$ cat src/hw/rtl/itoad_pkg.sv
// Package for the integer to ASCII digit converter: word types and character codes.
// Has no dependencies; used by integer_to_ascii_digits_top.
package itoad_pkg;

  // Fixed widths of the input value, of the result character and of one digit.
  localparam int unsigned IN_VALUE_W = 64;
  localparam int unsigned CHAR_W     = 8;
  localparam int unsigned NIBBLE_W   = 4;

  // Radix select codes.
  localparam logic MODE_DEC = 1'b0;
  localparam logic MODE_HEX = 1'b1;

  // Character codes.
  localparam logic [CHAR_W-1:0] CHAR_ZERO  = 8'h30;
  localparam logic [CHAR_W-1:0] CHAR_UPPER = 8'h41;
  localparam logic [CHAR_W-1:0] CHAR_LOWER = 8'h61;
  localparam logic [CHAR_W-1:0] CHAR_MINUS = 8'h2d;

  // Digit values used by the converter.
  localparam logic [NIBBLE_W-1:0] DEC_RADIX  = 4'd10;
  localparam logic [NIBBLE_W-1:0] DABBLE_MIN = 4'd5;
  localparam logic [NIBBLE_W-1:0] DABBLE_ADD = 4'd3;

  typedef struct packed {
    logic [IN_VALUE_W-1:0] value;
    logic                  mode;
    logic                  is_signed;
    logic                  upper_case;
  } in_t;

  typedef struct packed {
    logic [CHAR_W-1:0] character;
    logic              last;
  } out_t;

  // ASCII character for one digit value.
  function automatic logic [CHAR_W-1:0] digit_char(input logic [NIBBLE_W-1:0] d,
                                                   input logic hex,
                                                   input logic upper);
    logic [CHAR_W-1:0] base;
    base = upper ? CHAR_UPPER : CHAR_LOWER;
    if (hex && (d >= DEC_RADIX)) begin
      digit_char = base + {4'b0000, d} - {4'b0000, DEC_RADIX};
    end else begin
      digit_char = CHAR_ZERO + {4'b0000, d};
    end
  endfunction

endpackage

$ cat src/hw/rtl/integer_to_ascii_digits_top.sv
// Integer to ASCII digit converter, top level: bit-serial binary to BCD or hex conversion
// followed by one character per cycle. Depends on itoad_pkg.
//
//   channel  ports                        handshake
//   input    start, busy, in_word         word taken when start is high and busy is low
//   output   out_valid, out_word          one word per cycle of out_valid, never stalled
//
// A number passes through the conversion loop, which shifts one value bit into the digit
// register per cycle, then through a step that deals with the sign, then through a sweep
// of the digit register. For a negative number the sweep covers one digit slot fewer, as
// its minus sign goes out in place of the top digit. Digit characters appear during the
// sweep; leading zero digits are skipped and give no word. Reset is synchronous and
// active low and returns the block to idle. The receiver cannot hold results off, so
// busy depends only on the block's own work.
module integer_to_ascii_digits_top #(
  parameter int unsigned VALUE_WIDTH = 64,
  parameter int unsigned DIGIT_SLOTS = 20
) (
  input  logic             clk,
  input  logic             rst_n,
  input  logic             start,
  output logic             busy,
  input  itoad_pkg::in_t   in_word,
  output logic             out_valid,
  output itoad_pkg::out_t  out_word
);

  localparam int unsigned DIG_W      = DIGIT_SLOTS * itoad_pkg::NIBBLE_W;
  localparam int unsigned BIT_CNT_W  = $clog2(VALUE_WIDTH + 1);
  localparam int unsigned SLOT_CNT_W = $clog2(DIGIT_SLOTS + 1);

  typedef enum logic [1:0] {
    S_IDLE,
    S_CONV,
    S_LEAD,
    S_EMIT
  } state_t;

  state_t                  state_r, state_nxt;
  logic [VALUE_WIDTH-1:0]  work_r, work_nxt;
  logic [DIG_W-1:0]        dig_r, dig_nxt;
  logic [BIT_CNT_W-1:0]    bit_cnt_r, bit_cnt_nxt;
  logic [SLOT_CNT_W-1:0]   slot_cnt_r, slot_cnt_nxt;
  logic                    ovf_r, ovf_nxt;
  logic                    started_r, started_nxt;
  logic                    hex_r, hex_nxt;
  logic                    upper_r, upper_nxt;
  logic                    neg_r, neg_nxt;
  logic                    busy_r, busy_nxt;
  logic                    out_valid_r, out_valid_nxt;
  itoad_pkg::out_t         out_word_r, out_word_nxt;

  logic [VALUE_WIDTH-1:0]  in_value;
  logic                    in_neg;
  logic [DIG_W-1:0]        dig_adj;
  logic [itoad_pkg::NIBBLE_W-1:0] top_digit;
  logic                    skip;

  assign in_value  = in_word.value[VALUE_WIDTH-1:0];
  assign in_neg    = (in_word.mode == itoad_pkg::MODE_DEC) && in_word.is_signed &&
                     in_value[VALUE_WIDTH-1];
  assign top_digit = dig_r[DIG_W-1 -: itoad_pkg::NIBBLE_W];
  // A leading zero is dropped unless a non-zero digit has already been seen or
  // it is the final digit position.
  assign skip      = !started_r && (top_digit == '0) && (slot_cnt_r != SLOT_CNT_W'(1));

  // Double-dabble correction: in decimal mode every digit of five or more gets three
  // added before the shift, so that the shift carries it correctly into the next digit.
  always_comb begin
    dig_adj = dig_r;
    if (hex_r == itoad_pkg::MODE_DEC) begin
      for (int i = 0; i < DIGIT_SLOTS; i++) begin
        if (dig_r[i*itoad_pkg::NIBBLE_W +: itoad_pkg::NIBBLE_W] >= itoad_pkg::DABBLE_MIN) begin
          dig_adj[i*itoad_pkg::NIBBLE_W +: itoad_pkg::NIBBLE_W] =
            dig_r[i*itoad_pkg::NIBBLE_W +: itoad_pkg::NIBBLE_W] + itoad_pkg::DABBLE_ADD;
        end
      end
    end
  end

  always_comb begin
    state_nxt     = state_r;
    work_nxt      = work_r;
    dig_nxt       = dig_r;
    bit_cnt_nxt   = bit_cnt_r;
    slot_cnt_nxt  = slot_cnt_r;
    ovf_nxt       = ovf_r;
    started_nxt   = started_r;
    hex_nxt       = hex_r;
    upper_nxt     = upper_r;
    neg_nxt       = neg_r;
    busy_nxt      = busy_r;
    out_valid_nxt = 1'b0;
    out_word_nxt  = out_word_r;

    unique case (state_r)
      S_IDLE: begin
        if (start) begin
          // The magnitude of a negative number is formed once, here.
          work_nxt    = in_neg ? ({VALUE_WIDTH{1'b0}} - in_value) : in_value;
          hex_nxt     = in_word.mode;
          upper_nxt   = in_word.upper_case;
          neg_nxt     = in_neg;
          dig_nxt     = '0;
          ovf_nxt     = 1'b0;
          bit_cnt_nxt = BIT_CNT_W'(VALUE_WIDTH);
          busy_nxt    = 1'b1;
          state_nxt   = S_CONV;
        end
      end

      S_CONV: begin
        // One value bit enters the digit register per cycle, most significant first.
        // A one leaving the top digit means the number has more digits than slots.
        dig_nxt     = {dig_adj[DIG_W-2:0], work_r[VALUE_WIDTH-1]};
        ovf_nxt     = ovf_r | dig_adj[DIG_W-1];
        work_nxt    = {work_r[VALUE_WIDTH-2:0], 1'b0};
        bit_cnt_nxt = bit_cnt_r - BIT_CNT_W'(1);
        if (bit_cnt_r == BIT_CNT_W'(1)) begin
          state_nxt = S_LEAD;
        end
      end

      S_LEAD: begin
        if (neg_r) begin
          // The minus sign takes the top slot, so the top digit is discarded.
          out_valid_nxt          = 1'b1;
          out_word_nxt.character = itoad_pkg::CHAR_MINUS;
          out_word_nxt.last      = 1'b0;
          started_nxt            = ovf_r | (top_digit != '0);
          dig_nxt                = {dig_r[DIG_W-itoad_pkg::NIBBLE_W-1:0],
                                    {itoad_pkg::NIBBLE_W{1'b0}}};
          slot_cnt_nxt           = SLOT_CNT_W'(DIGIT_SLOTS - 1);
        end else begin
          started_nxt  = ovf_r;
          slot_cnt_nxt = SLOT_CNT_W'(DIGIT_SLOTS);
        end
        state_nxt = S_EMIT;
      end

      S_EMIT: begin
        dig_nxt      = {dig_r[DIG_W-itoad_pkg::NIBBLE_W-1:0], {itoad_pkg::NIBBLE_W{1'b0}}};
        slot_cnt_nxt = slot_cnt_r - SLOT_CNT_W'(1);
        if (!skip) begin
          out_valid_nxt          = 1'b1;
          out_word_nxt.character = itoad_pkg::digit_char(top_digit, hex_r, upper_r);
          out_word_nxt.last      = (slot_cnt_r == SLOT_CNT_W'(1));
          started_nxt            = 1'b1;
        end
        if (slot_cnt_r == SLOT_CNT_W'(1)) begin
          busy_nxt  = 1'b0;
          state_nxt = S_IDLE;
        end
      end

      default: begin
        busy_nxt  = 1'b0;
        state_nxt = S_IDLE;
      end
    endcase
  end

  always_ff @(posedge clk) begin
    if (!rst_n) begin
      state_r     <= S_IDLE;
      busy_r      <= 1'b0;
      out_valid_r <= 1'b0;
    end else begin
      state_r     <= state_nxt;
      busy_r      <= busy_nxt;
      out_valid_r <= out_valid_nxt;
    end
    work_r     <= work_nxt;
    dig_r      <= dig_nxt;
    bit_cnt_r  <= bit_cnt_nxt;
    slot_cnt_r <= slot_cnt_nxt;
    ovf_r      <= ovf_nxt;
    started_r  <= started_nxt;
    hex_r      <= hex_nxt;
    upper_r    <= upper_nxt;
    neg_r      <= neg_nxt;
    out_word_r <= out_word_nxt;
  end

  assign busy      = busy_r;
  assign out_valid = out_valid_r;
  assign out_word  = out_word_r;

endmodule
$ cat config.mk
export PLATFORM = sky130hd
export DESIGN_NAME = integer_to_ascii_digits_top
export DESIGN_NICKNAME = d
export VERILOG_FILES = /design/src/hw/rtl/itoad_pkg.sv /design/src/hw/rtl/integer_to_ascii_digits_top.sv
export SDC_FILE = /design/constraint.sdc
export NUM_CORES = 1
export LEC_CHECK = 0
export ABC_AREA = 1
export ABC_CLOCK_PERIOD_IN_PS = 3800
export BUFFER_PORTS_ARGS = -buffer_cell sky130_fd_sc_hd__buf_2
export CAP_MARGIN = 30
export CORE_MARGIN = 4
export CORE_UTILIZATION = 55
export DETAILED_ROUTE_END_ITERATION = 8
export PLACE_DENSITY = 0.74
export SYNTH_ARGS = -nofsm -noshare
export SYNTH_HDL_FRONTEND = slang
export SYNTH_SLANG_ARGS = --single-unit
$ cat constraint.sdc
create_clock -name clk -period 3.8 [get_ports clk]
set_input_delay 0.19 -clock clk [delete_from_list [all_inputs] [get_ports clk]]
set_output_delay 0.19 -clock clk [all_outputs]
set_load 0.03 [all_outputs]
* After elaboration in Yosys (flattened, before gate mapping)
Cells that the tools add are included.
Word-level totals: input bits 70, word-level logic and storage cells 145, bits in registers 174, output and inout bits 11
Cells by class: reduce and logical (&&, ||, !) cells 19, $lt $le $gt $ge 21, equality and inequality tests 11, muxes and demuxes 51, $add $sub $neg 26, bitwise operators 3
Operators by type and width (count):
- 80-bit one-hot mux with 4 select lines | 1
- 80-bit two-way mux | 3
- 64-bit two-way mux | 2
- 64-bit one-hot mux with 2 select lines | 1
- 4-bit by 2-bit adder with 4-bit output (second input constant) | 20
- 4-bit by 3-bit greater-or-equal comparator with 1-bit output (second input constant) | 20
- 4-bit two-way mux | 20
- 1-bit by 64-bit subtractor with 64-bit output (first input constant) | 1
- 9-bit two-way mux | 2
- 9-bit one-hot mux with 2 select lines | 1
- 7-bit one-hot mux with 2 select lines | 1
- 2-bit inequality test (second input constant) | 5
- 5-bit one-hot mux with 2 select lines | 1
- 3-bit AND reduction | 3
- 7-bit by 4-bit adder with 8-bit output | 1
- 8-bit two-way mux | 1
- 1-bit one-hot mux with 2 select lines | 4
- 2-bit one-hot mux with 4 select lines | 1
- 2-bit AND reduction | 4
- 8-bit by 4-bit subtractor with 8-bit output (second input constant) | 1
- 6-bit by 4-bit adder with 7-bit output (first input constant) | 1
- 7-bit by 1-bit == test with 1-bit output (second input constant) | 1
- 1-bit two-way mux | 7
- 7-bit two-way mux | 1
- other kinds (18) | 28

* Logic depth before layout (Yosys ltp)
depth after elaboration 6, depth in mapped cells 12, gate-level depth less buffers 12

* Worst setup path after synthesis
Ideal clock, no wire load.
path type register to register, from register state_r[0], to register bit_cnt_r[0] (enable), arrival time 2.888 ns, cell stages (with the launch flop) 8, slack 0.480 ns, library setup time 0.432 ns, clock period less this slack 3.320 ns, buffers on the path 2, required time 3.368 ns, cell sequence dfxtp_1 > inv_1 > ha_1 > buf_2 > nor2_1 > clkinv_1 > clkbuf_1 > nand2_1
Between the ends: cells in the longest elaborated chain, start to end 3, elaborated cells on any way between the ends 5, classes of those cells 2 x eq/ne; 3 x reduce/logical
Ends and longest elaborated chain:
- start, declared | RTL line integer_to_ascii_digits_top.sv:39 | state_t state_r, state_nxt;
- start signal, assigned | RTL line integer_to_ascii_digits_top.sv:169 | state_r <= state_nxt;
- 2-bit by 1-bit == test with 1-bit output or 2-bit logical NOT (tied branches) | RTL line integer_to_ascii_digits_top.sv:96 | unique case (state_r)
- 2-bit nonzero test (no source line) or 2-bit inequality test (tied branches)
- 2-bit AND reduction (no source line) *
- end signal, assigned | RTL line integer_to_ascii_digits_top.sv:175 | bit_cnt_r <= bit_cnt_nxt;
- end, declared | RTL line integer_to_ascii_digits_top.sv:42 | logic [BIT_CNT_W-1:0] bit_cnt_r, bit_cnt_nxt;
Mark *: on every way between the ends. The rest lies on a longest branch, timed or not. A chain may end at the register's enable or synchronous reset.

* Worst setup path after layout
from register state_r[0], to register work_r[63] (enable)
Between the ends: cells in the longest elaborated chain, start to end 3, elaborated cells on any way between the ends 5, classes of those cells 2 x eq/ne; 3 x reduce/logical
Ends and longest elaborated chain:
- 2-bit by 1-bit == test with 1-bit output or 2-bit logical NOT (tied branches) | RTL line integer_to_ascii_digits_top.sv:96
- 2-bit nonzero test (no source line) or 2-bit inequality test (tied branches)
- 2-bit AND reduction (no source line) *
- end signal, assigned | RTL line integer_to_ascii_digits_top.sv:173 | work_r <= work_nxt;
- end, declared | RTL line integer_to_ascii_digits_top.sv:40 | logic [VALUE_WIDTH-1:0] work_r, work_nxt;
Marked as above.

==> impl_results.html <==
<table>
<tr><th>Metric</th><th>Value</th></tr>
<tr><th colspan="2">Outcome</th></tr>
<tr><td>Status</td><td>completed</td></tr>
<tr><th colspan="2">Timing</th></tr>
<tr><td>Endpoints failing setup</td><td>0</td></tr>
<tr><td>Count of pins over their slew limit</td><td>0</td></tr>
<tr><td>Setup tns final</td><td>0 ns</td></tr>
<tr><td>Slew Limit Headroom</td><td>33.3%</td></tr>
<tr><td>Unrepaired setup endpoints after global routing</td><td>no</td></tr>
<tr><td>Max Clock Skew</td><td>0.0156 ns</td></tr>
<tr><td>Max Clock Freq</td><td>347 MHz</td></tr>
<tr><td>Endpoints failing hold</td><td>0</td></tr>
<tr><td>Final-layout worst hold slack</td><td>0.0372 ns</td></tr>
<tr><td>Slew at the pin closest to its max-slew limit</td><td>1.00 ns</td></tr>
<tr><td>Final worst-path cycle share</td><td>75.9%</td></tr>
<tr><td>Post-layout minimum cycle time</td><td>2.89 ns</td></tr>
<tr><th colspan="2">Drt</th></tr>
<tr><td>WL final</td><td>29800 um</td></tr>
<tr><td>Met1 Routed Length</td><td>13300 um</td></tr>
<tr><td>Met3 Wirelength</td><td>1690 um</td></tr>
<tr><td>Detailed Routing Iterations Pass 1</td><td>5</td></tr>
<tr><td>Number of nets with antenna violations after detailed routing</td><td>0</td></tr>
<tr><td>Count of vias placed by the detailed router</td><td>10600</td></tr>
<tr><td>DR DRC count</td><td>0</td></tr>
<tr><td>Detailed Route Iter0 Violations</td><td>808</td></tr>
<tr><td>Post-DR vias/cell</td><td>5.60</td></tr>
<tr><td>Uppermost signal routing layer after detailed routing</td><td>met4</td></tr>
<tr><td>DR WL/cell</td><td>15.7 um</td></tr>
<tr><td>Metal2 WL</td><td>14000 um</td></tr>
<tr><th colspan="2">Power and ir drop</th></tr>
<tr><td>Sw Share</td><td>43.4%</td></tr>
<tr><td>Internal power summed over all cells</td><td>5640 uW</td></tr>
<tr><td>Comb power frac</td><td>43.3%</td></tr>
<tr><td>Standby leakage power</td><td>0.00542 uW</td></tr>
<tr><td>Clock share of power</td><td>17.2%</td></tr>
<tr><td>Total power divided by cell area</td><td>754 nW/um2</td></tr>
<tr><td>Sequential power share</td><td>39.5%</td></tr>
<tr><td>Net switching power of the design</td><td>4320 uW</td></tr>
<tr><td>Worst ir drop on vdd</td><td>492 uV</td></tr>
<tr><th colspan="2">Logic synthesis</th></tr>
<tr><td>Yosys warning count</td><td>0</td></tr>
<tr><td>Post-synth net total</td><td>1677</td></tr>
<tr><td>Netlist cell types</td><td>44</td></tr>
<tr><td>Mean instance size in the synthesized netlist</td><td>7.72 um2</td></tr>
<tr><td>Ys flop type</td><td>edfxtp_1</td></tr>
<tr><td>Summed instance area of the synthesized netlist</td><td>12000 um2</td></tr>
<tr><td>Number of synthesized register bits</td><td>173</td></tr>
<tr><td>Async S/R FF share, synth</td><td>0%</td></tr>
<tr><td>Sequential share of the synthesized area</td><td>42.9%</td></tr>
<tr><td>Gate count after technology mapping</td><td>1556</td></tr>
<tr><td>EDFF count, synth</td><td>169</td></tr>
<tr><th colspan="2">Place</th></tr>
<tr><td>Final HPWL from detailed placement</td><td>20800 um</td></tr>
<tr><td>Number of instances in the placed design</td><td>1865</td></tr>
<tr><td>Routability congestion estimate</td><td>0.956</td></tr>
<tr><td>Number of buffers inserted by port buffering</td><td>79</td></tr>
<tr><th colspan="2">Clock tree</th></tr>
<tr><td>Hold buffers post-CTS</td><td>2</td></tr>
<tr><td>H-tree levels</td><td>4</td></tr>
<tr><td>Maximum count of clock buffers along a single path</td><td>2</td></tr>
<tr><td>Cells resized by post-CTS repair</td><td>0</td></tr>
<tr><td>Root Buffer Master</td><td>clkbuf_16</td></tr>
<tr><td>Worst-path clk slew</td><td>0.07 ns</td></tr>
<tr><td>Setup bufs post-CTS</td><td>0</td></tr>
<tr><td>Number of sinks on the clock net</td><td>173</td></tr>
<tr><td>Clock insertion delay at the later pin of the skew report</td><td>0.42 ns</td></tr>
<tr><td>Clock tree from TritonCTS</td><td>done</td></tr>
<tr><td>Total clock buffers created by CTS</td><td>17</td></tr>
<tr><th colspan="2">Setup path</th></tr>
<tr><td>Kind of critical path</td><td>flip-flop to flip-flop</td></tr>
<tr><td>Reg2reg setup slack</td><td>0.91 ns</td></tr>
<tr><td>Capture point of the worst reg-to-reg path</td><td>work_r[63]</td></tr>
<tr><td>Crit path max-delay cell type</td><td>nand2_4</td></tr>
<tr><td>Depth of the worst register-to-register path</td><td>7</td></tr>
<tr><td>Crit path capture type</td><td>flip-flop</td></tr>
<tr><td>Worst path arrival time</td><td>2.98 ns</td></tr>
<tr><td>Nature of the critical path startpoint</td><td>flip-flop</td></tr>
<tr><td>Worst-path cell chain</td><td>inv_1, ha_2, nor2_1, buf_4, clkinv_1, nand2_4, buf_12</td></tr>
<tr><td>Data required, critical path</td><td>3.90 ns</td></tr>
<tr><td>Worst-path fanout max</td><td>39</td></tr>
<tr><td>Start point of the critical path</td><td>state_r[0]</td></tr>
<tr><td>Highest cell delay on the worst timing path</td><td>0.63 ns</td></tr>
<tr><td>Worst setup endpoint</td><td>work_r[63]</td></tr>
<tr><td>Start of the worst register-to-register path</td><td>state_r[0]</td></tr>
<tr><th colspan="2">Floorplanning</th></tr>
<tr><td>Floorplan core area</td><td>21200 um2</td></tr>
<tr><td>Die Span X</td><td>156 um</td></tr>
<tr><td>Core Rows</td><td>53</td></tr>
<tr><td>Starting density of the core</td><td>56.6%</td></tr>
<tr><td>Height of the die</td><td>156 um</td></tr>
<tr><td>Number of top-level pins</td><td>81</td></tr>
<tr><td>Die footprint</td><td>24300 um2</td></tr>
<tr><th colspan="2">Global routing</th></tr>
<tr><td>Number of global-route vias before repair</td><td>10100</td></tr>
<tr><td>All-Layer GR Usage</td><td>24.4%</td></tr>
<tr><td>Overflow left after global routing</td><td>0</td></tr>
<tr><td>Antenna violations before repair</td><td>0</td></tr>
<tr><td>Global-route wire length before repair</td><td>48800 um</td></tr>
<tr><td>Pin count of the biggest net entering global routing</td><td>92</td></tr>
<tr><th colspan="2">Final layout</th></tr>
<tr><td>Fill cells</td><td>1891</td></tr>
<tr><td>Footprint of the multi-input gates</td><td>5880 um2</td></tr>
<tr><td>Commonest non-fill, non-tap cell in the layout</td><td>nand2_1</td></tr>
<tr><td>Diodes inserted</td><td>0</td></tr>
<tr><td>Highest-count cells in the layout ignoring fill and taps</td><td>368 x nand2_1, 204 x nor2_1, 180 x inv_1</td></tr>
<tr><td>Layout cells sized above 1</td><td>10.2%</td></tr>
<tr><td>Post-synthesis to final-layout area growth</td><td>10.0%</td></tr>
<tr><td>Seq. cell area</td><td>5150 um2</td></tr>
<tr><td>Cell Count, Final, Fillers Out</td><td>1900</td></tr>
<tr><td>Nets</td><td>1733</td></tr>
<tr><th colspan="2">Min path</th></tr>
<tr><td>Path category of the worst min-delay check</td><td>input pin to flip-flop</td></tr>
<tr><th colspan="2">Run</th></tr>
<tr><td>Max-cap check violation count</td><td>0</td></tr>
</table>
==> synth_stat cells (8+ instances only) <==
library cell / n / share of area (%)
nand2_1: 369 / 12
nor2_1: 205 / 6.4
inv_1: 181 / 5.7
edfxtp_1: 169 / 42
o21ai_0: 120 / 5.0
a21oi_1: 119 / 5.0
nand3_1: 106 / 4.4
o211ai_1: 56 / 3.5
ha_1: 51 / 5.3
clkbuf_1: 36 / 1.1
o32ai_1: 21 / 1.5
xor2_1: 14 / 1.0
nand4_1: 12 / 0.63
nand2_2: 11 / 0.57
nor2_4: 8 / 0.75
==> power by group through the flow <==
stage | clock, uW | sequential (uW) | combinational (uW)
global placement | 0 | 3940 | 4100
floorplan | 0 | 3890 | 3160
CTS | 1740 | 3940 | 4260
detailed placement | 0 | 3970 | 4230
global route | 1820 | 4040 | 4910
finish | 1720 | 3940 | 4310
==> routing by layer <==
metal,GRT usage [%],up-vias
met1,33.4,4887
met2,40.4,351
met4,9.05,0
met5,0,-
li1,-,5364
met3,2.91,47
==> registers in the layout (all words and copies together) (netlist names) <==
signal	flops
started_r	1
upper_r	1
neg_r	1
work_r	64
busy	1
ovf_r	1
out_word	8
dig_r	80
hex_r	1
bit_cnt_r	7
slot_cnt_r	5
out_valid	1
state_r	2
==> critical path: cells and delay by family, from the launching register on <==
family | cells | cell delay (ns)
adder cells (fa/ha/maj) | 1 | 0.20
AND/OR/NAND/NOR | 2 | 0.73
flip-flops | 1 | 0.42
buffers and inverters | 4 | 1.17
==> layout make-up <==
cell class	instances	area share, %
Clock buffer	22	3.59
Timing Repair Buffer	94	4.22
Multi-Input combinational cell	1139	44.5
Sequential cell	173	39.0
Clock inverter	10	0.786
Inverter	187	5.31
Tap cell	275	2.60
==> per-stage QoR <==
step	power, uW	cell area, um2	util, %	setup WS, ns
6_report	9960	13200	62.3	0.914
5_1_grt	10800	13200	62.3	0.743
4_1_cts	9940	13200	62.2	0.781
3_5_place_dp	8200	12600	59.4	0.847
3_3_place_gp	8050	12600	59.2	0.942
2_1_floorplan	7050	12000	-	0.480
==> worst min-delay path by stage <==
stage | start | endpoint | cells after the start
3_5_place_dp | in_word[0] | upper_r | 1
4_1_cts | rst_n | busy | 3
3_3_place_gp | in_word[0] | upper_r | 1
2_1_floorplan | in_word[2] | hex_r | 0
6_report | rst_n | busy | 3
5_1_grt | rst_n | out_valid | 3
==> logic make-up (layout without fill, tap and decap cells) <==
| group | Yosys count | count (layout) | share of synthesized area (%) |
|---|---|---|---|
| adder cells (fa/ha/maj) | 51 | 51 | 5.31 |
| AO/OA/AOI/OAI | 340 | 340 | 16.6 |
| flip-flops | 173 | 173 | 42.9 |
| other | 1 | 1 | 0.0312 |
| buffers and inverters | 244 | 313 | 8.33 |
| AND/OR/NAND/NOR | 729 | 729 | 25.5 |
| XOR/XNOR | 18 | 18 | 1.31 |
Power figures use the tool's default switching activity.
